`src/hdl/ipv4rx_pkg.sv`:
```
package ipv4rx_pkg;

   localparam logic [5:0] MIN_HEADER_BYTES = 6'd20;

   localparam logic       KIND_REPORT  = 1'b0;
   localparam logic       KIND_PAYLOAD = 1'b1;

   localparam logic [2:0] STATUS_OK       = 3'd0;
   localparam logic [2:0] STATUS_CHECKSUM = 3'd1;
   localparam logic [2:0] STATUS_SHORT    = 3'd2;
   localparam logic [2:0] STATUS_ADDRESS  = 3'd3;
   localparam logic [2:0] STATUS_LENGTH   = 3'd4;

   typedef struct packed {
      logic        kind;
      logic [2:0]  status;
      logic [31:0] src_addr;
      logic [31:0] dest_addr;
      logic [15:0] packet_id;
      logic        dont_fragment;
      logic        more_fragments;
      logic [12:0] frag_offset;
      logic [15:0] payload_length;
      logic [7:0]  payload_byte;
      logic        last;
   } result_type;

endpackage

```
`src/hdl/ipv4rx_core.sv`:
```
module ipv4rx_core (
   input  logic                  clock,
   input  logic                  reset,
   input  logic                  step,
   input  logic [7:0]            data_byte,
   input  logic                  first,
   input  logic [31:0]           local_ip_addr,
   output ipv4rx_pkg::result_type res,
   output logic                  res_valid
);
   import ipv4rx_pkg::*;

   logic [15:0] byte_index_ff, byte_index_in;
   logic [5:0]  header_bytes_ff, header_bytes_in;
   logic [15:0] sum_ff, sum_in;
   logic [7:0]  hold_ff, hold_in;
   logic [15:0] total_length_ff, total_length_in;
   logic [15:0] ident_ff, ident_in;
   logic [15:0] flags_ff, flags_in;
   logic [31:0] src_ff, src_in;
   logic [31:0] dst_ff, dst_in;
   logic        dropping_ff, dropping_in;

   logic [15:0] idx;
   logic [16:0] wide_sum;
   logic [15:0] plen;
   logic [2:0]  status;

   always_comb begin
      byte_index_in   = byte_index_ff;
      header_bytes_in = header_bytes_ff;
      sum_in          = sum_ff;
      hold_in         = hold_ff;
      total_length_in = total_length_ff;
      ident_in        = ident_ff;
      flags_in        = flags_ff;
      src_in          = src_ff;
      dst_in          = dst_ff;
      dropping_in     = dropping_ff;
      idx             = byte_index_ff;
      wide_sum        = '0;
      plen            = '0;
      status          = STATUS_OK;
      res             = '0;
      res_valid       = 1'b0;

      if (first) begin
         byte_index_in   = '0;
         sum_in          = '0;
         hold_in         = '0;
         total_length_in = '0;
         ident_in        = '0;
         flags_in        = '0;
         src_in          = '0;
         dst_in          = '0;
         dropping_in     = 1'b0;
         header_bytes_in = {data_byte[3:0], 2'b00};
      end

      if (first && (header_bytes_in < MIN_HEADER_BYTES)) begin
         // IHL below 5: report right away, drop the rest
         dropping_in = 1'b1;
         res.kind    = KIND_REPORT;
         res.status  = STATUS_SHORT;
         res.last    = 1'b1;
         res_valid   = 1'b1;
      end else if (!dropping_in) begin
         idx           = byte_index_in;
         byte_index_in = idx + 16'd1;

         if (idx < {10'b0, header_bytes_in}) begin
            case (idx) inside
               16'd2, 16'd3:   total_length_in = {total_length_in[7:0], data_byte};
               16'd4, 16'd5:   ident_in        = {ident_in[7:0], data_byte};
               16'd6, 16'd7:   flags_in        = {flags_in[7:0], data_byte};
               [16'd12:16'd15]: src_in         = {src_in[23:0], data_byte};
               [16'd16:16'd19]: dst_in         = {dst_in[23:0], data_byte};
               default: ;
            endcase

            if (!idx[0]) begin
               hold_in = data_byte;
            end else begin
               // ones' complement add, end-around carry
               wide_sum = {1'b0, sum_in} + {1'b0, hold_in, data_byte};
               sum_in   = wide_sum[15:0] + {15'b0, wide_sum[16]};
            end

            if (idx == ({10'b0, header_bytes_in} - 16'd1)) begin
               if (sum_in != 16'hFFFF) begin
                  status = STATUS_CHECKSUM;
               end else if (dst_in != local_ip_addr) begin
                  status = STATUS_ADDRESS;
               end else if (total_length_in < {10'b0, header_bytes_in}) begin
                  status = STATUS_LENGTH;
               end else begin
                  status = STATUS_OK;
                  plen   = total_length_in - {10'b0, header_bytes_in};
               end
               res.kind           = KIND_REPORT;
               res.status         = status;
               res.src_addr       = src_in;
               res.dest_addr      = dst_in;
               res.packet_id      = ident_in;
               res.dont_fragment  = flags_in[14];
               res.more_fragments = flags_in[13];
               res.frag_offset    = flags_in[12:0];
               res.payload_length = plen;
               res.last           = (status != STATUS_OK) || (plen == 16'd0);
               res_valid          = 1'b1;
               if (res.last) begin
                  dropping_in = 1'b1;
               end
            end
         end else begin
            res.kind         = KIND_PAYLOAD;
            res.payload_byte = data_byte;
            res.last         = ({1'b0, idx} + 17'd1) >= {1'b0, total_length_in};
            res_valid        = 1'b1;
            if (res.last) begin
               dropping_in = 1'b1;
            end
         end
      end
   end

   always_ff @(posedge clock) begin
      if (reset) begin
         byte_index_ff   <= '0;
         header_bytes_ff <= '0;
         sum_ff          <= '0;
         hold_ff         <= '0;
         total_length_ff <= '0;
         ident_ff        <= '0;
         flags_ff        <= '0;
         src_ff          <= '0;
         dst_ff          <= '0;
         dropping_ff     <= 1'b1;
      end else if (step) begin
         byte_index_ff   <= byte_index_in;
         header_bytes_ff <= header_bytes_in;
         sum_ff          <= sum_in;
         hold_ff         <= hold_in;
         total_length_ff <= total_length_in;
         ident_ff        <= ident_in;
         flags_ff        <= flags_in;
         src_ff          <= src_in;
         dst_ff          <= dst_in;
         dropping_ff     <= dropping_in;
      end
   end

`ifndef SYNTH
   a_error_ends_packet: assert property (@(posedge clock) disable iff (reset)
      res_valid && (res.kind == KIND_REPORT) && (res.status != STATUS_OK) |-> res.last)
      else $error("error report without last");

   a_payload_status_ok: assert property (@(posedge clock) disable iff (reset)
      res_valid && (res.kind == KIND_PAYLOAD) |-> (res.status == STATUS_OK))
      else $error("payload word with nonzero status");

   a_last_drops: assert property (@(posedge clock) disable iff (reset)
      step && res_valid && res.last |=> dropping_ff)
      else $error("packet still open after last word");

   a_open_header_len: assert property (@(posedge clock) disable iff (reset)
      !dropping_ff |-> (header_bytes_ff >= MIN_HEADER_BYTES))
      else $error("open packet with short header length");
`endif

endmodule

```
`src/hdl/ipv4rx_rsp_reg.sv`:
```
module ipv4rx_rsp_reg (
   input  logic                   clock,
   input  logic                   reset,
   input  logic                   load,
   input  ipv4rx_pkg::result_type load_data,
   input  logic                   rsp_ready,
   output logic                   rsp_valid,
   output ipv4rx_pkg::result_type rsp_data,
   output logic                   free
);
   import ipv4rx_pkg::*;

   logic       valid_ff;
   result_type data_ff;

   assign free      = !valid_ff || rsp_ready;
   assign rsp_valid = valid_ff;
   assign rsp_data  = data_ff;

   always_ff @(posedge clock) begin
      if (reset) begin
         valid_ff <= 1'b0;
      end else if (free) begin
         valid_ff <= load;
      end
      if (free && load) begin
         data_ff <= load_data;
      end
   end

`ifndef SYNTH
   a_no_overwrite: assert property (@(posedge clock) disable iff (reset)
      valid_ff && !rsp_ready |=> valid_ff && $stable(data_ff))
      else $error("pending result word lost");

   a_load_shows: assert property (@(posedge clock) disable iff (reset)
      free && load |=> valid_ff)
      else $error("loaded result word not shown");

   a_empty_after_take: assert property (@(posedge clock) disable iff (reset)
      valid_ff && rsp_ready && !load |=> !valid_ff)
      else $error("result word repeated");
`endif

endmodule

```
`src/hdl/ipv4_receive_header_check.sv`:
```
// IPv4 receive header check.
// Packet bytes enter on the req_ channel (valid/ready), one byte per word,
// with req_first marking the first byte of a packet. Results leave on the
// rsp_ channel: one header report (rsp_kind 0) after the last header byte, or
// on the first byte if IHL is below 5; then, when the header is good, one word
// per payload byte (rsp_kind 1) with rsp_last on the final one. Errors end it at the report.
// csr_ writes the local address; it is always ready and should only be
// written while no packet is in flight.
// A result passes two registers: the accepted byte sits in the input register,
// and when the result register is free its result moves into it. One byte per
// cycle is taken while the rsp_ side does not stall; the header capture and
// ones' complement add sit between the two registers.
// A stalled rsp_ side holds the result register; the input register then
// fills and req_ready drops, so nothing is lost.
// Reset (synchronous, active high) clears the address to zero and leaves the
// block ignoring bytes until the next first byte.
module ipv4_receive_header_check (
   input  logic        clock,
   input  logic        reset,
   input  logic        req_valid,
   output logic        req_ready,
   input  logic [7:0]  req_data_byte,
   input  logic        req_first,
   output logic        rsp_valid,
   input  logic        rsp_ready,
   output logic        rsp_kind,
   output logic [2:0]  rsp_status,
   output logic [31:0] rsp_src_addr,
   output logic [31:0] rsp_dest_addr,
   output logic [15:0] rsp_packet_id,
   output logic        rsp_dont_fragment,
   output logic        rsp_more_fragments,
   output logic [12:0] rsp_frag_offset,
   output logic [15:0] rsp_payload_length,
   output logic [7:0]  rsp_payload_byte,
   output logic        rsp_last,
   input  logic        csr_valid,
   output logic        csr_ready,
   input  logic [31:0] csr_local_ip_addr
);
   import ipv4rx_pkg::*;

   logic        in_valid_ff;
   logic [7:0]  in_byte_ff;
   logic        in_first_ff;
   logic [31:0] local_ip_addr_ff;

   logic        step;
   logic        out_free;
   result_type  core_res;
   logic        core_res_valid;
   result_type  rsp_data;

   assign step      = in_valid_ff && out_free;
   assign req_ready = !in_valid_ff || step;
   assign csr_ready = 1'b1;

   always_ff @(posedge clock) begin
      if (reset) begin
         in_valid_ff      <= 1'b0;
         local_ip_addr_ff <= '0;
      end else begin
         if (req_ready) begin
            in_valid_ff <= req_valid;
         end
         if (csr_valid) begin
            local_ip_addr_ff <= csr_local_ip_addr;
         end
      end
      if (req_valid && req_ready) begin
         in_byte_ff  <= req_data_byte;
         in_first_ff <= req_first;
      end
   end

   ipv4rx_core u_core (
      .clock         (clock),
      .reset         (reset),
      .step          (step),
      .data_byte     (in_byte_ff),
      .first         (in_first_ff),
      .local_ip_addr (local_ip_addr_ff),
      .res           (core_res),
      .res_valid     (core_res_valid)
   );

   ipv4rx_rsp_reg u_rsp (
      .clock     (clock),
      .reset     (reset),
      .load      (step && core_res_valid),
      .load_data (core_res),
      .rsp_ready (rsp_ready),
      .rsp_valid (rsp_valid),
      .rsp_data  (rsp_data),
      .free      (out_free)
   );

   assign rsp_kind           = rsp_data.kind;
   assign rsp_status         = rsp_data.status;
   assign rsp_src_addr       = rsp_data.src_addr;
   assign rsp_dest_addr      = rsp_data.dest_addr;
   assign rsp_packet_id      = rsp_data.packet_id;
   assign rsp_dont_fragment  = rsp_data.dont_fragment;
   assign rsp_more_fragments = rsp_data.more_fragments;
   assign rsp_frag_offset    = rsp_data.frag_offset;
   assign rsp_payload_length = rsp_data.payload_length;
   assign rsp_payload_byte   = rsp_data.payload_byte;
   assign rsp_last           = rsp_data.last;

endmodule
```
`config.mk`:
```
export PLATFORM = sky130hd
export DESIGN_NAME = ipv4_receive_header_check
export DESIGN_NICKNAME = d
export VERILOG_FILES = /design/src/hdl/ipv4rx_pkg.sv /design/src/hdl/ipv4rx_core.sv /design/src/hdl/ipv4rx_rsp_reg.sv /design/src/hdl/ipv4_receive_header_check.sv
export SDC_FILE = /design/constraint.sdc
export NUM_CORES = 1
export LEC_CHECK = 0
export BUFFER_PORTS_ARGS = -buffer_cell sky130_fd_sc_hd__buf_2
export CAP_MARGIN = 20
export CORE_MARGIN = 1
export CORE_UTILIZATION = 54
export DETAILED_ROUTE_END_ITERATION = 16
export MAX_ROUTING_LAYER = met4
export PLACE_DENSITY = 0.77
export SKIP_LAST_GASP = 1
export SLEW_MARGIN = 5
export SYNTH_ARGS = -nofsm -noshare
export SYNTH_HDL_FRONTEND = slang
export SYNTH_SLANG_ARGS = --single-unit
export TNS_END_PERCENT = 100
```
`constraint.sdc`:
```
create_clock -name clock -period 10 [get_ports clock]
set_input_delay 1 -clock clock [delete_from_list [all_inputs] [get_ports clock]]
set_output_delay 1 -clock clock [all_outputs]
set_load 0.01 [all_outputs]
```
Word-level counts from Yosys, hierarchy flattened
Cells that the tools add are included.
- $add $sub $neg: 6
- multiply operators: 0
- divide/modulo/power cells: 0
- $lt $le $gt $ge: 8
- equal/unequal tests: 9
- shifts and indexed selects: 0
- multiplexer cells: 90
- bitwise logic cells: 2
- reduce and logical (&&, ||, !) cells: 20
- operator list (kind ; count):
    two-way mux 32 bit ; 20
    two-way mux 16 bit ; 39
    two-way mux 113 bit ; 2
    two-way mux 122 bit ; 1
    equality test 16 x 3 -> 1 bit (second input constant) ; 4
    two-way mux 8 bit ; 6
    equality test 16 x 2 -> 1 bit (second input constant) ; 2
    less-than comparator 16 x 6 -> 1 bit ; 2
    inequality test 32 bit ; 1
    two-way mux 3 bit ; 7
    adder 16 x 1 -> 17 bit (second input constant) ; 1
    adder 16 x 16 -> 17 bit ; 1
    >= comparator 17 x 16 -> 1 bit ; 1
    adder 16 x 1 -> 16 bit ; 1
    adder 16 x 1 -> 16 bit (second input constant) ; 1
    equality test 16 bit ; 1
    >= comparator 16 x 4 -> 1 bit (second input constant) ; 1
    >= comparator 16 x 5 -> 1 bit (second input constant) ; 1
    <= comparator 16 x 4 -> 1 bit (second input constant) ; 1
    <= comparator 16 x 5 -> 1 bit (second input constant) ; 1
    zero test 16 bit ; 1
    inequality test 16 bit (second input constant) ; 1
    subtractor 16 x 6 -> 16 bit ; 1
    two-way mux 1 bit ; 14
    other kinds (11) ; 24
- register bits after elaboration: 326
- latch bits: 0
- bits in writable memories: 0
- bits in read-only memories: 0
- output and inout port bits: 127
- memories: 0

Longest topological paths before layout
- depth after elaboration: 25
- depth in mapped cells: 31

Modules after synthesis
From an unflattened synthesis, not the netlist that was laid out.
- cell total of the unflattened synthesis: 2027
- area total of the unflattened synthesis: 17905.9 um^2
- modules (own cells, without submodules) (module ; instances ; cells each ; area each (um^2) ; sequential area each (um^2)):
    ipv4rx_core ; 1 ; 1776 ; 12620.9 ; 3163.0
    ipv4rx_rsp_reg ; 1 ; 129 ; 3778.6 ; 3743.6
    ipv4_receive_header_check ; 1 ; 122 ; 1506.4 ; 930.9

Worst setup path after synthesis
No wires, ideal clock.
- kind: reg2reg
- from: register in_first_ff
- to: register u_rsp.data_ff (netlist bit u_rsp.rsp_data[0]), enable pin
- arrival: 9.288 ns
- required time: 9.350 ns
- slack: 0.062 ns
- stages on the path, launching flop included: 17
- period minus slack after synthesis: 9.938 ns
- cells stage by stage: edfxtp_1 > buf_2 > buf_2 > buf_2 > clkbuf_1 > clkbuf_1 > clkbuf_1 > buf_1 > mux2i_1 > ha_1 > o21a_1 > o21a_1 > o21a_1 > o21ai_0 > nand2_1 > o21ai_0 > a21oi_1
- cells in the longest elaborated chain, start to end: 9
- elaborated cells between the ends (all ways): 14
- classes of those cells: add/sub: 1; order compare: 2; eq/ne: 1; mux: 7; reduce/logical: 3
- RTL lines (element ; line ; RTL):
    start: declaration ; ipv4_receive_header_check.sv:45 ; logic in_first_ff;
    start signal: assignment ; ipv4_receive_header_check.sv:72 ; in_first_ff <= req_first;
    two-way mux 6 bit ; ipv4rx_core.sv:47 ; if (first) begin
    subtractor 6 x 1 -> 7 bit ; ipv4rx_core.sv:89 ; if (idx == ({10'b0, header_bytes_in} - 16'd1)) begin
    equality test 16 bit ; ipv4rx_core.sv:89 ;
    two-way mux 1 bit ; ipv4rx_core.sv:89 ;
    two-way mux 1 bit ; ipv4rx_core.sv:71 ; if (idx < {10'b0, header_bytes_in}) begin
    two-way mux 1 bit ; ipv4rx_core.sv:67 ; end else if (!dropping_in) begin
    two-way mux 1 bit * ; ipv4rx_core.sv:60 ; if (first && (header_bytes_in < MIN_HEADER_BYTES)) begin
    logical AND 1 bit * ; ipv4_receive_header_check.sv:90 ; .load (step && core_res_valid),
    logical AND 1 bit * ; ipv4rx_rsp_reg.sv:26 ; if (free && load) begin
    end signal: assignment ; ipv4rx_rsp_reg.sv:27 ; data_ff <= load_data;
    end: declaration ; ipv4rx_rsp_reg.sv:14 ; result_type data_ff;
Every way passes the cells marked *; elsewhere a longest branch is shown, timed or not.
A chain may end at the register's enable or synchronous reset.

Final worst setup path
- from: register in_first_ff
- to: register u_rsp.data_ff (netlist bit u_rsp.rsp_data[20]) (data pin)
- cells in the longest elaborated chain, start to end: 18
- elaborated cells between the ends (all ways): 59
- classes of those cells: add/sub: 4; order compare: 7; eq/ne: 9; mux: 30; bitwise: 2; reduce/logical: 7
- RTL lines (element):
    parallel branches: the longest is 18 deep, another holds adder 16 x 16 -> 17 bit
Parallel ways; which one is timed is not known. The select of a mux whose other input is x is not followed.

==> metrics <==
status=complete, no violations; clock latency on the worst-skew pair=0.53 ns; remaining global-route overflow=0; row cnt=66; setup repair bufs after CTS=0; Finished Layout Cells=2550; Post-Route WL=51.46 mm; Cell Int Power=2.314 mW; TritonCTS clock tree=built; share of the synthesized area in the top cell type=0.2252; Final WS setup=3.023 ns; critical path's slowest cell=or4b_1; htree depth=2; area of the multi-input gates=0.009200 mm2; maximum VDD drop=109.8 uV; core area=0.03245 mm2; crit path max fanout=50; post-DP HPWL=34.86 mm; initial antenna violation count=1; sequential-to-total area share from yosys stat=0.4418; Min-Delay Path Class=reg2reg; CTS root buffer=clkbuf_16; dpl ws=3.145 ns; Final Setup Violations=0; post-synthesis instance total=1984; TNS Setup=0 ns; layout cell share with drive strength beyond 1=0.1443; synthesized flop and latch total=325; CP peak stage delay=0.86 ns; switch share=0.2443; Crit. End Element=register; Flop pwr share=0.463; area leader, netlist=edfxtp_1; area grow syn2layout=13.43%; Die Ht=183.2 um; GRT Total Usage=0.3129; arrival time of the worst setup path=7.30 ns; Max Root-Sink Buffers=3; vias in the first global route=14640; commonest non-fill, non-tap cell in the layout=nor2_1; final core occ=0.6200; largest net degree at the start of global routing=112; Reg clk slew, reported paths=0.06 ns; Hold Violations, Final=0; Worst-Margin Slew=1.164 ns; DIE AREA=0.03358 mm2; Ports=173; max-cap check violation count=0; via/cell ratio=6.173; Mapped Area=0.01774 mm2; CP Class=reg2reg; crit path cell chain=inv_1, buf_4, nand2_1, fa_1, nand2b_1, a21boi_4, o21a_1, o31a_1, o21a_1, o21ai_0, nand2b_1, ha_1, nand3_1, or4_1, a32oi_1, mux2i_1, nand2_1, o2111ai_1, a2111o_1, or4b_1, nor4b_1; Sink Count=325; layout net count=2178; crit start category=register; FILL cells=2761; Period minus WS final=6.977 ns; commonest cells after routing, fill and taps aside=305 x nor2_1, 197 x nand2_1, 192 x dfxtp_1, 170 x buf_2, 134 x a21oi_1; PostCTS Resize Cnt=0; Avg Inst Size Synth=8.941 um2; Leakage=7.660 nW; FFs w/ async S/R, synth=0; Sequential Area=0.007838 mm2; Vias=15740; Comb pwr share=0.085; DRC violations left=0; Die Span X=183.2 um; CP bufs+invs=2; max-slew violations=0; RSZ-0062 raised after global routing=false; first drt pass iteration count=6; Final ANT Viol Nets=0; EDFF count, synth=133; Routed WL per cell=20.18 um; Synthesized Nets=2083; Period Utilization, post-route=0.6977; Final Skew=0.01638 ns; first-pass GRT wire length=80.49 mm; Post-CTS Hold Buffers=0; count of different cell masters after synthesis=89; WP data required=10.32 ns; switching power=747.9 uW; max frequency=143.3 MHz; Crit path max-delay family=simple AND/OR/NAND/NOR gates; CTS Buf Count=36; relative slew slack=0.2187; GP Congestion=0.9716; Synth area leaders=edfxtp_1 23%, dfxtp_1 22%, nor2_1 6.5%, a22oi_1 5.5%, mux2i_1 4.3%; DR iter-0 viols=1865; Most used DFF post-synth=dfxtp_1; I/O Buffers=171; pwr dens=152.2 mW/mm2; Initial Utilization=0.5466; synth warn=0; clock share of power=0.452; Inst Count DP=2480
[cells in the mapped netlist, drive strengths merged, types with 7 or more instances]
master and count:
and3 27, o21ai 60, a21o 13, xnor2 38, and2 14, nand2b 16
edfxtp 133, nor2b 50, o21a 14, a32oi 8, a31oi 8, inv 41
o31a 7, nand4 22, nand3b 9, mux2i 77, a211oi 20, a221oi 8
or3 8, or2 11, a21oi 135, a22oi 130, ha 51, nor4b 14
nand3 29, nor2 308, xor2 31, dfxtp 192, a2111oi 7, clkbuf 117
nor4 24, o211ai 18, nor3 38, nor3b 14, nand2 197, buf 28
[cells by family (layout without fill, tap and decap cells)]
group / Yosys count / after routing / synth area share
AO/OA/AOI/OAI: 474 / 474 / 0.1830
XOR/XNOR: 69 / 69 / 0.03449
AND/OR/NAND/NOR: 795 / 795 / 0.2151
buffers and inverters: 188 / 311 / 0.04225
multiplexers: 79 / 79 / 0.04493
adder cells (fa/ha/maj): 53 / 53 / 0.03823
other: 1 / 2 / 0.0002114
flip-flops: 325 / 325 / 0.4418
[routing by layer]
| layer | vias up | GRT usage | wire length (um) | part of all wire |
|---|---|---|---|---|
| met3 | 127 | 0.04686 | 4098 | 0.080 |
| met2 | 775 | 0.4878 | 23680 | 0.46 |
| met4 | 0 | 0.1180 | 1849 | 0.036 |
| met5 | - | - | 0 | 0 |
| met1 | 7490 | 0.4116 | 21840 | 0.42 |
| li1 | 7350 | - | - | - |
[stage by stage]
| stage | hold slack (ns) | total power, mW | instance area (um2) |
|---|---|---|---|
| CTS | 0.4645 | 3.067 | 20080 |
| finish | 0.4622 | 3.062 | 20120 |
| detailed placement | 0.4563 | 1.699 | 18840 |
| floorplan | 0.4274 | 1.620 | 17740 |
| global placement | 0.4432 | 1.696 | 18830 |
| global route | 0.4839 | 3.154 | 20120 |
[power by group through the flow]
stage | Sequential (mW) | Clock, mW | Combinational, mW
after global placement | 1.44 | 0 | 0.251
after floorplan | 1.45 | 0 | 0.173
after CTS | 1.42 | 1.40 | 0.255
after global routing | 1.42 | 1.45 | 0.281
after detailed placement | 1.45 | 0 | 0.253
final | 1.42 | 1.38 | 0.261
[worst reg2reg max path: stages (launching register included)]
cell	delay, ns
edfxtp_1	0.63
inv_1	0.16
buf_4	0.52
nand2_1	0.21
fa_1	0.51
nand2b_1	0.23
a21boi_4	0.29
o21a_1	0.23
o31a_1	0.17
o21a_1	0.11
o21ai_0	0.06
nand2b_1	0.13
ha_1	0.21
nand3_1	0.32
or4_1	0.60
a32oi_1	0.24
mux2i_1	0.14
nand2_1	0.14
o2111ai_1	0.15
a2111o_1	0.39
or4b_1	0.86
nor4b_1	0.47
[flip-flops by register name, indices dropped and copies added, names as in the netlist, 6 cells and up]
register and cells:
u_rsp.rsp_data 124, in_byte_ff 8, u_core.ident_ff 16, u_core.sum_ff 16
u_core.dst_ff 32, u_core.byte_index_ff 16, u_core.hold_ff 8, u_core.total_length_ff 16
u_core.flags_ff 15, u_core.header_bytes_ff 6, local_ip_addr_ff 32, u_core.src_ff 32
[area by class of cell]
class,count,share of cell area
inverter,43,0.008022
timing repair buffer,202,0.05572
clock inverter,12,0.008582
sequential,325,0.3895
multi-input combinational,1471,0.4572
clock buffer,54,0.05329
antenna,1,0.0001244
tap,442,0.02749
[final timing paths]
path,slack (ns),cells past startpoint,startpoint,endpoint
hold / removal,0.46,2,u_core.sum_ff[5],u_core.sum_ff[5]
setup / recovery,3.02,21,in_first_ff,u_rsp.rsp_data[20]
setup reg to reg,3.02,21,in_first_ff,u_rsp.rsp_data[20]
hold reg to reg,0.46,2,u_core.sum_ff[5],u_core.sum_ff[5]
No activity file was read; power rests on OpenSTA's default activity.
